File: src/design/acthr_pkg.sv
`timescale 1ns / 1ps

package acthr_pkg;

  // Field widths of one item.
  localparam int unsigned SAMPLE_W = 16;
  localparam int unsigned TIME_W   = 32;
  localparam int unsigned FRAC_W   = 8;
  localparam int unsigned FILT_W   = SAMPLE_W + FRAC_W;

  // Configuration port.
  localparam int unsigned CFG_W      = 16;
  localparam int unsigned CFG_ADDR_W = 3;

  localparam logic [CFG_ADDR_W-1:0] REG_THRESH_MIN  = 3'd0;
  localparam logic [CFG_ADDR_W-1:0] REG_THRESH_MAX  = 3'd1;
  localparam logic [CFG_ADDR_W-1:0] REG_THRESH_INIT = 3'd2;
  localparam logic [CFG_ADDR_W-1:0] REG_DARK_LEVEL  = 3'd3;
  localparam logic [CFG_ADDR_W-1:0] REG_DELTA_DEF   = 3'd4;
  localparam logic [CFG_ADDR_W-1:0] REG_DELTA_LOW   = 3'd5;
  localparam logic [CFG_ADDR_W-1:0] REG_INTERVAL    = 3'd6;
  localparam logic [CFG_ADDR_W-1:0] REG_PAUSED      = 3'd7;

  // Register values after reset.
  localparam logic [SAMPLE_W-1:0] THRESH_MIN_RST  = 16'd0;
  localparam logic [SAMPLE_W-1:0] THRESH_MAX_RST  = 16'hFFFF;
  localparam logic [SAMPLE_W-1:0] THRESH_INIT_RST = 16'd800;
  localparam logic [SAMPLE_W-1:0] DARK_LEVEL_RST  = 16'd250;
  localparam logic [SAMPLE_W-1:0] DELTA_DEF_RST   = 16'd35;
  localparam logic [SAMPLE_W-1:0] DELTA_LOW_RST   = 16'd20;
  localparam logic [SAMPLE_W-1:0] INTERVAL_RST    = 16'd1000;

  localparam int unsigned NUM_SENSORS_DEF = 4;

  // Per-item control handed from the top level to the send scheduler.
  typedef struct packed {
    logic en;
    logic any_change;
    logic paused;
  } sched_ctl_t;

endpackage

File: src/design/acthr_channel.sv
`timescale 1ns / 1ps

module acthr_channel (
  input  logic                             clk,
  input  logic                             rst,
  input  logic                             en,
  input  logic [acthr_pkg::SAMPLE_W-1:0]   raw,
  input  logic [acthr_pkg::SAMPLE_W-1:0]   delta,
  input  logic [acthr_pkg::SAMPLE_W-1:0]   thr_lo,
  input  logic [acthr_pkg::SAMPLE_W-1:0]   thr_hi,
  output logic [acthr_pkg::SAMPLE_W-1:0]   thresh,
  output logic                             changed
);

  localparam int unsigned SW = acthr_pkg::SAMPLE_W;
  localparam int unsigned FW = acthr_pkg::FILT_W;

  logic [FW-1:0] filt;
  logic [FW-1:0] filt_next;
  logic [FW+1:0] filt_sum;
  logic [FW-1:0] raw_q;
  logic [SW-1:0] min_seen;
  logic [SW-1:0] min_next;
  logic [SW-1:0] level;
  logic [SW:0]   raised;
  logic [SW-1:0] sat;
  logic [SW-1:0] lifted;
  logic [SW-1:0] thresh_next;

  // Filter: 3/4 of the old level plus 1/4 of the new sample, in Q16.8.
  always_comb begin
    raw_q     = {raw, {acthr_pkg::FRAC_W{1'b0}}};
    filt_sum  = {2'b00, filt} + {1'b0, filt, 1'b0} + {2'b00, raw_q};
    filt_next = (filt == '0) ? raw_q : filt_sum[FW+1:2];
    level     = filt_next[FW-1:acthr_pkg::FRAC_W];
    min_next  = (level < min_seen) ? level : min_seen;
    raised    = {1'b0, min_next} + {1'b0, delta};
    sat       = raised[SW] ? {SW{1'b1}} : raised[SW-1:0];
    lifted    = (sat < thr_lo) ? thr_lo : sat;
    thresh_next = (lifted > thr_hi) ? thr_hi : lifted;
    changed   = (thresh_next != thresh);
  end

  always_ff @(posedge clk) begin
    if (rst) begin
      filt     <= '0;
      min_seen <= '1;
      thresh   <= acthr_pkg::THRESH_INIT_RST;
    end else if (en) begin
      filt     <= filt_next;
      min_seen <= min_next;
      thresh   <= thresh_next;
    end
  end

endmodule

File: src/design/acthr_sched.sv
`timescale 1ns / 1ps

module acthr_sched (
  input  logic                           clk,
  input  logic                           rst,
  input  acthr_pkg::sched_ctl_t          ctl,
  input  logic [acthr_pkg::TIME_W-1:0]   now,
  input  logic [acthr_pkg::CFG_W-1:0]    interval,
  output logic                           send
);

  localparam int unsigned TW = acthr_pkg::TIME_W;

  logic [TW-1:0] due_time;
  logic [TW-1:0] due_sched;
  logic [TW-1:0] due_next;
  logic          fire;

  // A zero due time means nothing is pending. Scheduling happens before the
  // check, so a zero interval fires in the same item.
  always_comb begin
    due_sched = (ctl.any_change && (due_time == '0))
                ? now + {{(TW - acthr_pkg::CFG_W){1'b0}}, interval} : due_time;
    fire      = (due_sched != '0) && (now >= due_sched);
    due_next  = fire ? '0 : due_sched;
  end

  always_ff @(posedge clk) begin
    if (rst) begin
      due_time <= '0;
      send     <= 1'b0;
    end else if (ctl.en) begin
      due_time <= due_next;
      send     <= fire && !ctl.paused;
    end
  end

  a_hold_idle: assert property (@(posedge clk) disable iff (rst)
    !ctl.en |=> $stable(due_time) && $stable(send))
    else $error("scheduler state moved without an item");

  a_no_spurious: assert property (@(posedge clk) disable iff (rst)
    ctl.en && !ctl.any_change && (due_time == '0) |=> (due_time == '0) && !send)
    else $error("send raised with nothing pending");

  a_paused: assert property (@(posedge clk) disable iff (rst)
    ctl.en && ctl.paused |=> !send)
    else $error("send raised while paused");

endmodule

File: src/design/adaptive_cliff_threshold_tracker.sv
`timescale 1ns / 1ps

// Adaptive cliff threshold tracker. Each input item carries NUM_SENSORS raw
// 16-bit cliff readings, a 32-bit millisecond timestamp and a flat flag; each
// item yields exactly one result item with the current per-channel detection
// thresholds, a send flag and the low-delta flag. Every channel smooths its
// reading with a 0.75 IIR filter in Q16.8, keeps the minimum filtered level,
// and sets its threshold to that minimum plus a delta that switches with
// hysteresis on dark surfaces or tilt, saturated and clamped to
// [threshold_min, threshold_max] (threshold_max wins if they cross). A
// threshold change with no send pending schedules one update_interval ms
// later; it fires on the first item whose timestamp reaches it, suppressed
// when paused. The block takes one item per clock cycle while m_axis_tready
// is high. An accepted item is held in the input register until the result
// slot is free, then its result is registered in the threshold, send and
// low-delta registers and m_axis_tvalid goes high; the per-item state update
// (filter, minimum, threshold and schedule) is combinational between the
// two. Thresholds reset to 800; threshold_initial is accepted on the
// configuration port but does not alter thresholds after reset.
// Configuration writes are to be made only while the block is idle.

module adaptive_cliff_threshold_tracker #(
  parameter int unsigned NUM_SENSORS = acthr_pkg::NUM_SENSORS_DEF,
  localparam int unsigned IN_BITS  = NUM_SENSORS * acthr_pkg::SAMPLE_W
                                     + acthr_pkg::TIME_W + 1,
  localparam int unsigned IN_W     = ((IN_BITS + 7) / 8) * 8,
  localparam int unsigned OUT_BITS = NUM_SENSORS * acthr_pkg::SAMPLE_W + 2,
  localparam int unsigned OUT_W    = ((OUT_BITS + 7) / 8) * 8
) (
  input  logic                               clk,
  input  logic                               rst,
  input  logic                               s_axis_tvalid,
  output logic                               s_axis_tready,
  // Fields from bit 0 up: raw reading of each sensor (front left, front
  // right, back left, back right), sample_time, pitch_flat, zero padding.
  input  logic [IN_W-1:0]                    s_axis_tdata,
  output logic                               m_axis_tvalid,
  input  logic                               m_axis_tready,
  // Fields from bit 0 up: threshold of each sensor (same order as the
  // inputs), send_thresholds, low_delta_active, zero padding.
  output logic [OUT_W-1:0]                   m_axis_tdata,
  input  logic                               cfg_we,
  input  logic [acthr_pkg::CFG_ADDR_W-1:0]   cfg_addr,
  input  logic [acthr_pkg::CFG_W-1:0]        cfg_wdata
);

  localparam int unsigned SW = acthr_pkg::SAMPLE_W;
  localparam int unsigned RAW_BITS = NUM_SENSORS * SW;

  // Configuration registers.
  logic [SW-1:0] thresh_min;
  logic [SW-1:0] thresh_max;
  logic [SW-1:0] dark_level;
  logic [SW-1:0] delta_def;
  logic [SW-1:0] delta_low;
  logic [SW-1:0] interval;
  logic          paused;

  always_ff @(posedge clk) begin
    if (rst) begin
      thresh_min <= acthr_pkg::THRESH_MIN_RST;
      thresh_max <= acthr_pkg::THRESH_MAX_RST;
      dark_level <= acthr_pkg::DARK_LEVEL_RST;
      delta_def  <= acthr_pkg::DELTA_DEF_RST;
      delta_low  <= acthr_pkg::DELTA_LOW_RST;
      interval   <= acthr_pkg::INTERVAL_RST;
      paused     <= 1'b0;
    end else if (cfg_we) begin
      case (cfg_addr)
        acthr_pkg::REG_THRESH_MIN:  thresh_min <= cfg_wdata;
        acthr_pkg::REG_THRESH_MAX:  thresh_max <= cfg_wdata;
        // The initial threshold only matters at reset, where it is the
        // reset value, so a later write has no effect.
        acthr_pkg::REG_THRESH_INIT: ;
        acthr_pkg::REG_DARK_LEVEL:  dark_level <= cfg_wdata;
        acthr_pkg::REG_DELTA_DEF:   delta_def  <= cfg_wdata;
        acthr_pkg::REG_DELTA_LOW:   delta_low  <= cfg_wdata;
        acthr_pkg::REG_INTERVAL:    interval   <= cfg_wdata;
        acthr_pkg::REG_PAUSED:      paused     <= cfg_wdata[0];
        default: ;
      endcase
    end
  end

  // Input register and handshake. The item advances into the state update
  // whenever the result slot is empty or being drained this cycle.
  logic                in_valid;
  logic [IN_BITS-1:0]  in_data;
  logic                out_valid;
  logic                advance;

  assign advance       = in_valid && (!out_valid || m_axis_tready);
  assign s_axis_tready = !in_valid || advance;

  always_ff @(posedge clk) begin
    if (rst) begin
      in_valid  <= 1'b0;
      out_valid <= 1'b0;
    end else begin
      if (s_axis_tready) begin
        in_valid <= s_axis_tvalid;
      end
      if (advance) begin
        out_valid <= 1'b1;
      end else if (m_axis_tready) begin
        out_valid <= 1'b0;
      end
    end
  end

  always_ff @(posedge clk) begin
    if (s_axis_tready && s_axis_tvalid) begin
      in_data <= s_axis_tdata[IN_BITS-1:0];
    end
  end

  logic [acthr_pkg::TIME_W-1:0] now;
  logic                         flat;

  assign now  = in_data[RAW_BITS +: acthr_pkg::TIME_W];
  assign flat = in_data[RAW_BITS + acthr_pkg::TIME_W];

  // Delta hysteresis: all readings dark or tilted selects the low delta, all
  // readings at or above the dark level while flat selects the default.
  logic [NUM_SENSORS-1:0] is_dark;
  logic                   use_low;
  logic                   use_low_next;
  logic [SW-1:0]          delta;

  always_comb begin
    for (int i = 0; i < NUM_SENSORS; i++) begin
      is_dark[i] = (in_data[i*SW +: SW] < dark_level);
    end
    if ((&is_dark) || !flat) begin
      use_low_next = 1'b1;
    end else if (is_dark == '0) begin
      use_low_next = 1'b0;
    end else begin
      use_low_next = use_low;
    end
    delta = use_low_next ? delta_low : delta_def;
  end

  always_ff @(posedge clk) begin
    if (rst) begin
      use_low <= 1'b0;
    end else if (advance) begin
      use_low <= use_low_next;
    end
  end

  // Per-channel filter, minimum and threshold. The threshold registers
  // double as the result register for the threshold fields.
  logic [NUM_SENSORS-1:0] changed;
  logic [RAW_BITS-1:0]    thresh_all;

  for (genvar g = 0; g < NUM_SENSORS; g++) begin : g_chan
    acthr_channel u_chan (
      .clk     (clk),
      .rst     (rst),
      .en      (advance),
      .raw     (in_data[g*SW +: SW]),
      .delta   (delta),
      .thr_lo  (thresh_min),
      .thr_hi  (thresh_max),
      .thresh  (thresh_all[g*SW +: SW]),
      .changed (changed[g])
    );
  end

  acthr_pkg::sched_ctl_t sched_ctl;
  logic                  send;

  assign sched_ctl.en         = advance;
  assign sched_ctl.any_change = |changed;
  assign sched_ctl.paused     = paused;

  acthr_sched u_sched (
    .clk      (clk),
    .rst      (rst),
    .ctl      (sched_ctl),
    .now      (now),
    .interval (interval),
    .send     (send)
  );

  assign m_axis_tvalid = out_valid;
  assign m_axis_tdata  = {{(OUT_W - OUT_BITS){1'b0}}, use_low, send, thresh_all};

  a_ready_when_empty: assert property (@(posedge clk) disable iff (rst)
    !in_valid |-> s_axis_tready)
    else $error("input refused with an empty input register");

  a_low_on_tilt: assert property (@(posedge clk) disable iff (rst)
    advance && !flat |=> use_low)
    else $error("low delta not selected while tilted");

  a_result_follows: assert property (@(posedge clk) disable iff (rst)
    advance |=> m_axis_tvalid)
    else $error("result missing after an item advanced");

endmodule
File: config.mk
export PLATFORM = sky130hd
export DESIGN_NAME = adaptive_cliff_threshold_tracker
export DESIGN_NICKNAME = d
export VERILOG_FILES = /design/src/design/acthr_pkg.sv /design/src/design/acthr_channel.sv /design/src/design/acthr_sched.sv /design/src/design/adaptive_cliff_threshold_tracker.sv
export SDC_FILE = /design/constraint.sdc
export NUM_CORES = 2
export LEC_CHECK = 0
export ABC_AREA = 1
export ABC_CLOCK_PERIOD_IN_PS = 13300
export BUFFER_PORTS_ARGS = -buffer_cell sky130_fd_sc_hd__buf_2
export CAP_MARGIN = 30
export CORE_UTILIZATION = 42
export CTS_BUF_LIST = sky130_fd_sc_hd__clkbuf_16
export DETAILED_ROUTE_END_ITERATION = 12
export GPL_TIMING_DRIVEN = 0
export PLACE_DENSITY = 0.6
export RECOVER_POWER = 100
export SYNTH_ARGS = -nofsm -noshare
export SYNTH_HDL_FRONTEND = slang
export SYNTH_SLANG_ARGS = --single-unit
File: constraint.sdc
create_clock -name clk -period 13.3 [get_ports clk]
set_input_delay 2.66 -clock clk [delete_from_list [all_inputs] [get_ports clk]]
set_output_delay 2.66 -clock clk [all_outputs]
set_load 0.005 [all_outputs]
# --- Word-level counts from Yosys, hierarchy flattened ---
# Index checks and enable logic that the tools add are counted.
word_totals:
  regBits: 454
  input_bits: 128
  output_inout_bits: 74
  word_cells: 122
classes:
  n_addsub: 13
  order_cmp: 17
  eq_ne: 10
  n_mux: 27
  n_reduce_logical: 30
op_table:
  columns: ["operator", "count"]
  rows:
  - ["2-to-1 mux 16 bit", 17]
  - ["< comparator 16 bit", 12]
  - ["adder 24 x 25 -> 26 bit", 4]
  - ["adder 26 x 24 -> 26 bit", 4]
  - ["logical NOT 24 bit", 4]
  - ["2-to-1 mux 24 bit", 4]
  - ["adder 16 x 16 -> 17 bit", 4]
  - ["> comparator 16 bit", 4]
  - ["2-to-1 mux 32 bit", 2]
  - ["inequality test 16 bit", 4]
  - ["adder 32 x 16 -> 32 bit", 1]
  - ["greater-or-equal comparator 32 bit", 1]
  - ["logical NOT 32 bit", 1]
  - ["nonzero test 32 bit", 1]
  - ["AND reduction 2 bit", 7]
  - ["equality test 3 bit (second input constant)", 4]
  - ["logical AND 1 bit", 5]
  - ["logical NOT 1 bit", 4]
  - ["logical NOT 4 bit", 1]
  - ["2-to-1 mux 1 bit", 4]
  - ["AND reduction 4 bit", 1]
  - ["OR reduction 4 bit", 1]
  - ["equality test 3 x 1 -> 1 bit (second input constant)", 1]
  - ["equality test 3 x 2 -> 1 bit (second input constant)", 1]
  - ["3 further kinds", 5]

# --- Depth between registers and ports, before layout ---
depth:
  word_depth: 18
  depth_mapped: 106
  depth_no_buf: 101

# --- Modules after synthesis ---
# Synthesis repeated with hierarchy kept, for this count alone.
unflattened:
  hier_cells: 6069
  area_unflattened_um2: 41262.1
modules_own_cells:
  columns: ["module", "instances", "cells_each", "area_per_inst_um2", "seq_area_each_um2"]
  rows:
  - ["acthr_channel at g_chan[2].u_chan ...", 2, 1102, 7108.1, 1121.1]
  - ["adaptive_cliff_threshold_tracker", 1, 816, 8095.3, 4914.7]
  - ["acthr_channel at g_chan[1].u_chan", 1, 1125, 7186.9, 1121.1]
  - ["acthr_channel at g_chan[0].u_chan", 1, 1094, 7109.3, 1121.1]
  - ["acthr_sched", 1, 830, 4654.5, 660.6]

# --- Worst setup path after synthesis ---
# OpenSTA, ideal clock, no wires.
synth_path:
  kind: "register -> register"
  startpoint: "reg g_chan[3].u_chan.filt[2]"
  endpoint: "reg u_sched.due_time[12]"
  setup_time_ns: 0.117
  arrival_ns: 12.293
  t_required_ns: 13.183
  setup_slack_ns: 0.890
  path_stages_with_launch: 92
  n_path_buf: 4
  synth_period_minus_slack_ns: 12.410
  cell_sequence: "dfxtp_1 > inv_1 > ha_1 > inv_1 > fa_1 > inv_1 > a31oi_1 > o21ai_0 > nand2_1 > a21oi_1 > a31oi_1 > o21ai_0 > a21boi_0 > o21ai_0 > a31oi_1 > o21ai_0 > nand2_1 > inv_1 > (+56 left out) > inv_1 > nand2_1 > a21oi_1 > o21ai_0 > a21oi_1 > o21bai_1 > a21oi_1 > nor2_1 > o21ai_0 > a21oi_1 > nor3_1 > o221ai_1 > a221oi_1 > o41ai_1 > nand3_1 > nand2_1 > buf_6 > nor2_2"
synth_between:
  elab_chain_cells: 18
  elab_cells_between_ends: 20
  classes_between: "3 x add/sub; 4 x order compare; 1 x eq/ne; 7 x mux; 5 x reduce/logical"
synth_lines:
  columns: ["item", "line", "rtl"]
  rows:
  - ["start: declaration", "acthr_channel.sv:18", "logic [FW-1:0] filt;"]
  - ["start signal: assignment", "acthr_channel.sv:50", "filt <= filt_next;"]
  - ["adder 24 x 25 -> 26 bit", "acthr_channel.sv:33", "filt_sum = {2'b00, filt} + {1'b0, filt, 1'b0} + {2'b00, raw_q};"]
  - ["adder 26 x 24 -> 26 bit", "acthr_channel.sv:33", null]
  - ["2-to-1 mux 24 bit (*)", "acthr_channel.sv:34", "filt_next = (filt == '0) ? raw_q : filt_sum[FW+1:2];"]
  - ["named net g_chan[3].u_chan.filt_next[22]", "acthr_channel.sv:19", "logic [FW-1:0] filt_next;"]
  - ["< comparator 16 bit (*)", "acthr_channel.sv:36", "min_next = (level < min_seen) ? level : min_seen;"]
  - ["2-to-1 mux 16 bit (*)", "acthr_channel.sv:36", null]
  - ["named net g_chan[3].u_chan.min_next[0]", "acthr_channel.sv:23", "logic [SW-1:0] min_next;"]
  - ["adder 16 x 16 -> 17 bit (*)", "acthr_channel.sv:37", "raised = {1'b0, min_next} + {1'b0, delta};"]
  - ["(+4 left out)", null, null]
  - ["2-to-1 mux 16 bit (*)", "acthr_channel.sv:40", "thresh_next = (lifted > thr_hi) ? thr_hi : lifted;"]
  - ["inequality test 16 bit (*)", "acthr_channel.sv:41", "changed = (thresh_next != thresh);"]
  - ["OR reduction 4 bit (*)", "adaptive_cliff_threshold_tracker.sv:175", "assign sched_ctl.any_change = |changed;"]
  - ["logical AND 1 bit (*)", "acthr_sched.sv:22", "due_sched = (ctl.any_change && (due_time == '0))"]
  - ["2-to-1 mux 32 bit (*)", "acthr_sched.sv:23", "? now + {{(TW - acthr_pkg::CFG_W){1'b0}}, interval} : due_time;"]
  - ["greater-or-equal comparator 32 bit or nonzero test 32 bit (tied branches)", "acthr_sched.sv:24", "fire = (due_sched != '0) && (now >= due_sched);"]
  - ["logical AND 1 bit", "acthr_sched.sv:24", null]
  - ["2-to-1 mux 32 bit (*)", "acthr_sched.sv:25", "due_next = fire ? '0 : due_sched;"]
  - ["end signal: assignment", "acthr_sched.sv:33", "due_time <= due_next;"]
  - ["end: declaration", "acthr_sched.sv:14", "logic [TW-1:0] due_time;"]
# Mark *: on every way through the listed nets, which the timed path passes. The rest lies on a longest branch.
# A chain may end at the register's enable or synchronous reset.

# --- Final worst setup path ---
layout_path:
  startpoint: "reg g_chan[2].u_chan.filt[3]"
  endpoint: "reg u_sched.due_time[16]"
layout_between:
  elab_chain_cells: 18
  elab_cells_between_ends: 20
  classes_between: "3 x add/sub; 4 x order compare; 1 x eq/ne; 7 x mux; 5 x reduce/logical"
layout_lines:
  columns: ["item", "line"]
  rows:
  - ["start: declaration", "acthr_channel.sv:18"]
  - ["start signal: assignment", "acthr_channel.sv:50"]
  - ["adder 24 x 25 -> 26 bit", "acthr_channel.sv:33"]
  - ["adder 26 x 24 -> 26 bit", "acthr_channel.sv:33"]
  - ["2-to-1 mux 24 bit (*)", "acthr_channel.sv:34"]
  - ["named net g_chan[2].u_chan.filt_next[21]", "acthr_channel.sv:19"]
  - ["< comparator 16 bit (*)", "acthr_channel.sv:36"]
  - ["2-to-1 mux 16 bit (*)", "acthr_channel.sv:36"]
  - ["named net g_chan[2].u_chan.min_next[10]", "acthr_channel.sv:23"]
  - ["adder 16 x 16 -> 17 bit (*)", "acthr_channel.sv:37"]
  - ["(+4 left out)", null]
  - ["2-to-1 mux 16 bit (*)", "acthr_channel.sv:40"]
  - ["inequality test 16 bit (*)", "acthr_channel.sv:41"]
  - ["OR reduction 4 bit (*)", "adaptive_cliff_threshold_tracker.sv:175"]
  - ["logical AND 1 bit (*)", "acthr_sched.sv:22"]
  - ["2-to-1 mux 32 bit (*)", "acthr_sched.sv:23"]
  - ["greater-or-equal comparator 32 bit or nonzero test 32 bit (tied branches)", "acthr_sched.sv:24"]
  - ["logical AND 1 bit", "acthr_sched.sv:24"]
  - ["2-to-1 mux 32 bit (*)", "acthr_sched.sv:25"]
# Marked as above.

==> results by group <==
Worst hold path
  – Worst hold path class: flop to flop
  – Min-Delay Startpoint: delta_def[12]
  – WHS Endpoint: delta_def[12]
  – Worst Hold Depth: 2

Logic synthesis
  – Synth cell types: 61
  – Most instantiated cells after synthesis: 1,184 x nand2_1, 663 x inv_1, 484 x ha_1
  – Post-synth top area cell: dfxtp_1
  – Sequential-to-total area share from yosys stat: 0.269
  – FF+latch count, synth: 454
  – Top cells by area, synth: dfxtp_1 19%, ha_1 16%, nand2_1 12%
  – Synthesized cell area: about 0.037 mm^2
  – Count leader, synth: nand2_1
  – Asr flop ratio synth: 0
  – Mapped Avg Cell Area: between 7 and 8 um^2
  – Cells after Synth: 5,208
  – Warnings, synthesis: 0
  – Share of the synthesized area in the top cell type: 0.191
  – Most used DFF post-synth: dfxtp_1
  – Post-synth EDFFs: 97

Final layout
  – Post-route cell area: 0.0470 mm^2
  – Layout cell share with drive strength beyond 1: 0.204
  – Area occupied by multi-input gates: 0.0266 mm^2
  – Layout net count: 6,407
  – Fill cell count: 8,562
  – Storage cell area: 0.0101 mm^2
  – Layout Utilization: 0.533
  – Area grow syn2layout: 25.9%

Worst setup path
  – Reg2Reg Capture Point: u_sched.due_time[16]
  – WS Path Type: flop to flop
  – R2r setup slk: 0.27 ns
  – Worst Path Max Fanout: 8
  – Most frequent CP cell: buf_4
  – Max stage delay cell, worst path: dfxtp_4
  – R2r worst-path depth: 93
  – Worst path max stage delay: 0.39 ns
  – Critical Path RT: 13.93 ns
  – Worst Setup Start Kind: flop
  – R2R Path Start: g_chan[2].u_chan.filt[3]
  – Critical Path AT: between 10 and 15 ns
  – Setup crit end kind: flop

Route
  – Remaining antenna violation count: 0
  – Initial DRC count: between 3,000 and 4,000
  – DR pass1 iterations: 7
  – Drc violations: 0
  – Wire per inst: 21.6 um
  – Via density: between 5 and 6
  – Vias: 38,500
  – WL final: 150,000 um

Power and ir drop
  – Int Power: 6.64 mW
  – Total power: 13.9 mW
  – LEAKAGE: 22.6 nW
  – Sequential share of power: 0.123
  – Sw Ratio: 0.524
  – Clock power share: 0.115
  – Psw: 7.30 mW
  – PD cells: 296 mW/mm^2
  – VDD IR max: around 0.48 mV
  – Combinational power share: 0.762

Timing
  – Worst-Margin Slew: ~3.5 ns
  – Post-Route Setup TNS: 0 ns
  – Final Hold Vio Count: 0
  – Hold WS: 0.451 ns
  – Count of final setup violators: 0
  – Final worst clock skew: 0.0452 ns
  – Clock period minus worst slack: 13.03 ns
  – RSZ-0062 raised after global routing: true
  – Crit share post-route: 0.979
  – Worst slew margin relative to its limit: -1.36
  – Max Clock Freq: between 0.07 and 0.08 GHz
  – Slew Viols, Final: 75

Floorplanning
  – DIE AREA: 0.0902 mm^2
  – Placement Rows: 109
  – Core ar.: slightly below 0.09 mm^2
  – Die H: around 300 um
  – IO Pins: 202
  – Die span in x: between 300 and 400 um
  – Initial core utilization: 0.424

GRT
  – Initial antenna violation count: 3
  – Global route overflow: 0
  – Pin count of the biggest net entering global routing: 64
  – First-pass GRT wire length: 216,000 um
  – Number of global-route vias before repair: 35,700
  – Tot GR Track Use: 0.318

Clock tree
  – CTS max path bufs: 3
  – Worst-path clk slew: 0.06 ns
  – CTS buffer count: 56
  – TritonCTS Sinks: 454
  – Skew-Pair Late Insertion Delay: 0.70 ns
  – Root Buffer: clkbuf_16
  – CTS tree: yes
  – H-tree levels: 2

Placement
  – Hpwl dp: 115,000 um
  – Dpl cell area: 0.0402 mm^2
  – PortBufs: 188
  – GPL Wtd Cong: 1.03

Outcome
  – Failing checks: capacitance limit, slew limit
  – Outcome: finished, violations left

Job
  – Max-cap viol count: 3
kinds of logic (layout without fill, tap and decap cells):
logic type / count (synthesis) / in the layout / share of synthesized area
xor gates and xnor gates: 103 / 103 / 0.0241
DFF: 454 / 454 / 0.269
adders and majority gates: 557 / 557 / 0.201
other: 1 / 8 / 0.000100
buffers and inverters: 856 / 1412 / 0.0901
and+or+nand+nor: 2125 / 2126 / 0.246
AOI/OAI and AO/OA: 1112 / 1112 / 0.169
registers in the layout, summed over array words and instances, names as in the netlist:
signal,cells
interval,16
u_sched.due_time,32
g_chan.u_chan.min_seen,64
delta_def,16
u_sched.send,1
thresh_max,16
m_axis_tvalid,1
in_valid,1
g_chan.u_chan.filt,96
use_low,1
delta_low,16
in_data,97
thresh_min,16
dark_level,16
paused,1
g_chan.u_chan.thresh,64
per-layer routing:
| metal | share of wire | global-route usage |
|---|---|---|
| met1 | 0.41 | 0.406 |
| met2 | 0.45 | 0.517 |
| met3 | 0.079 | 0.0483 |
| met4 | 0.061 | 0.164 |
| met5 | 0.000087 | 0 |
worst max path at each step:
stage / start / end / slack, ns / cells after the start
finish: g_chan[2].u_chan.filt[3] / u_sched.due_time[16] / 0.27 / 93
global route: g_chan[2].u_chan.filt[3] / u_sched.due_time[9] / -0.42 / 93
CTS: in_data[0] / u_sched.due_time[15] / 0.005 / 96
detailed placement: g_chan[3].u_chan.filt[2] / u_sched.due_time[12] / -2.93 / 87
global placement: g_chan[3].u_chan.filt[2] / u_sched.due_time[10] / -2.85 / 87
floorplan: g_chan[3].u_chan.filt[2] / u_sched.due_time[12] / 0.89 / 91
worst max-delay path, delay by kind of cell, from the launching register on:
| kind | cells | cell delay (ns) |
|---|---|---|
| xor gates and xnor gates | 1 | 0.11 |
| DFF | 1 | 0.39 |
| and+or+nand+nor | 33 | 3.46 |
| AOI/OAI and AO/OA | 29 | 4.55 |
| buffers and inverters | 24 | 2.87 |
| adders and majority gates | 6 | 1.54 |
repair_timing:
| item | 4_1_cts | 5_1_grt |
|---|---|---|
| pin swaps | 100 | 270 |
| hold buffers | 0 | 0 |
| resized for setup | 334 | 559 |
| endpoints found under the setup margin | 33 | 33 |
| cloned | 4 | 15 |
| buffers inserted | 108 | 103 |
stage by stage:
step	instances	setup slack (ns)
finish	6937	0.274
global placement	6566	-2.85
detailed placement	6600	-2.93
floorplan	5213	0.890
CTS	6816	0.00469
global route	6935	-0.416
power by group through the flow:
| stage | clock (mW) | combinational [mW] | sequential (mW) |
|---|---|---|---|
| finish | 1.60 | 10.6 | 1.72 |
| global route | 1.68 | 11.6 | 1.73 |
| CTS | 1.62 | 9.19 | 1.71 |
| detailed placement | 0 | 8.19 | 1.74 |
| global placement | 0 | 8.08 | 1.74 |
| floorplan | 0 | 5.88 | 1.69 |
area by class of cell:
cell class                      count  share of cell area
Antenna cell                        2            0.000106
Buffer                            181              0.0262
Clock buffer                       57              0.0303
Clock inverter                     49             0.00992
Inverter                          673              0.0549
Multi-Input combinational cell   3904               0.565
Sequential cell                   454               0.215
Tap cell                         1165              0.0310
Timing Repair Buffer              452              0.0682
layout by cell type (no fill, tap or decap), drive strengths merged, types with 245 or more instances in the layout:
master / synthesis / layout
clkbuf: 133 / 245
o21ai: 376 / 376
inv: 671 / 680
nor2: 335 / 335
nand3: 375 / 375
nand2: 1237 / 1238
a21oi: 462 / 462
dfxtp: 357 / 357
buf: 50 / 445
ha: 484 / 484
Power figures use the tool's default switching activity.
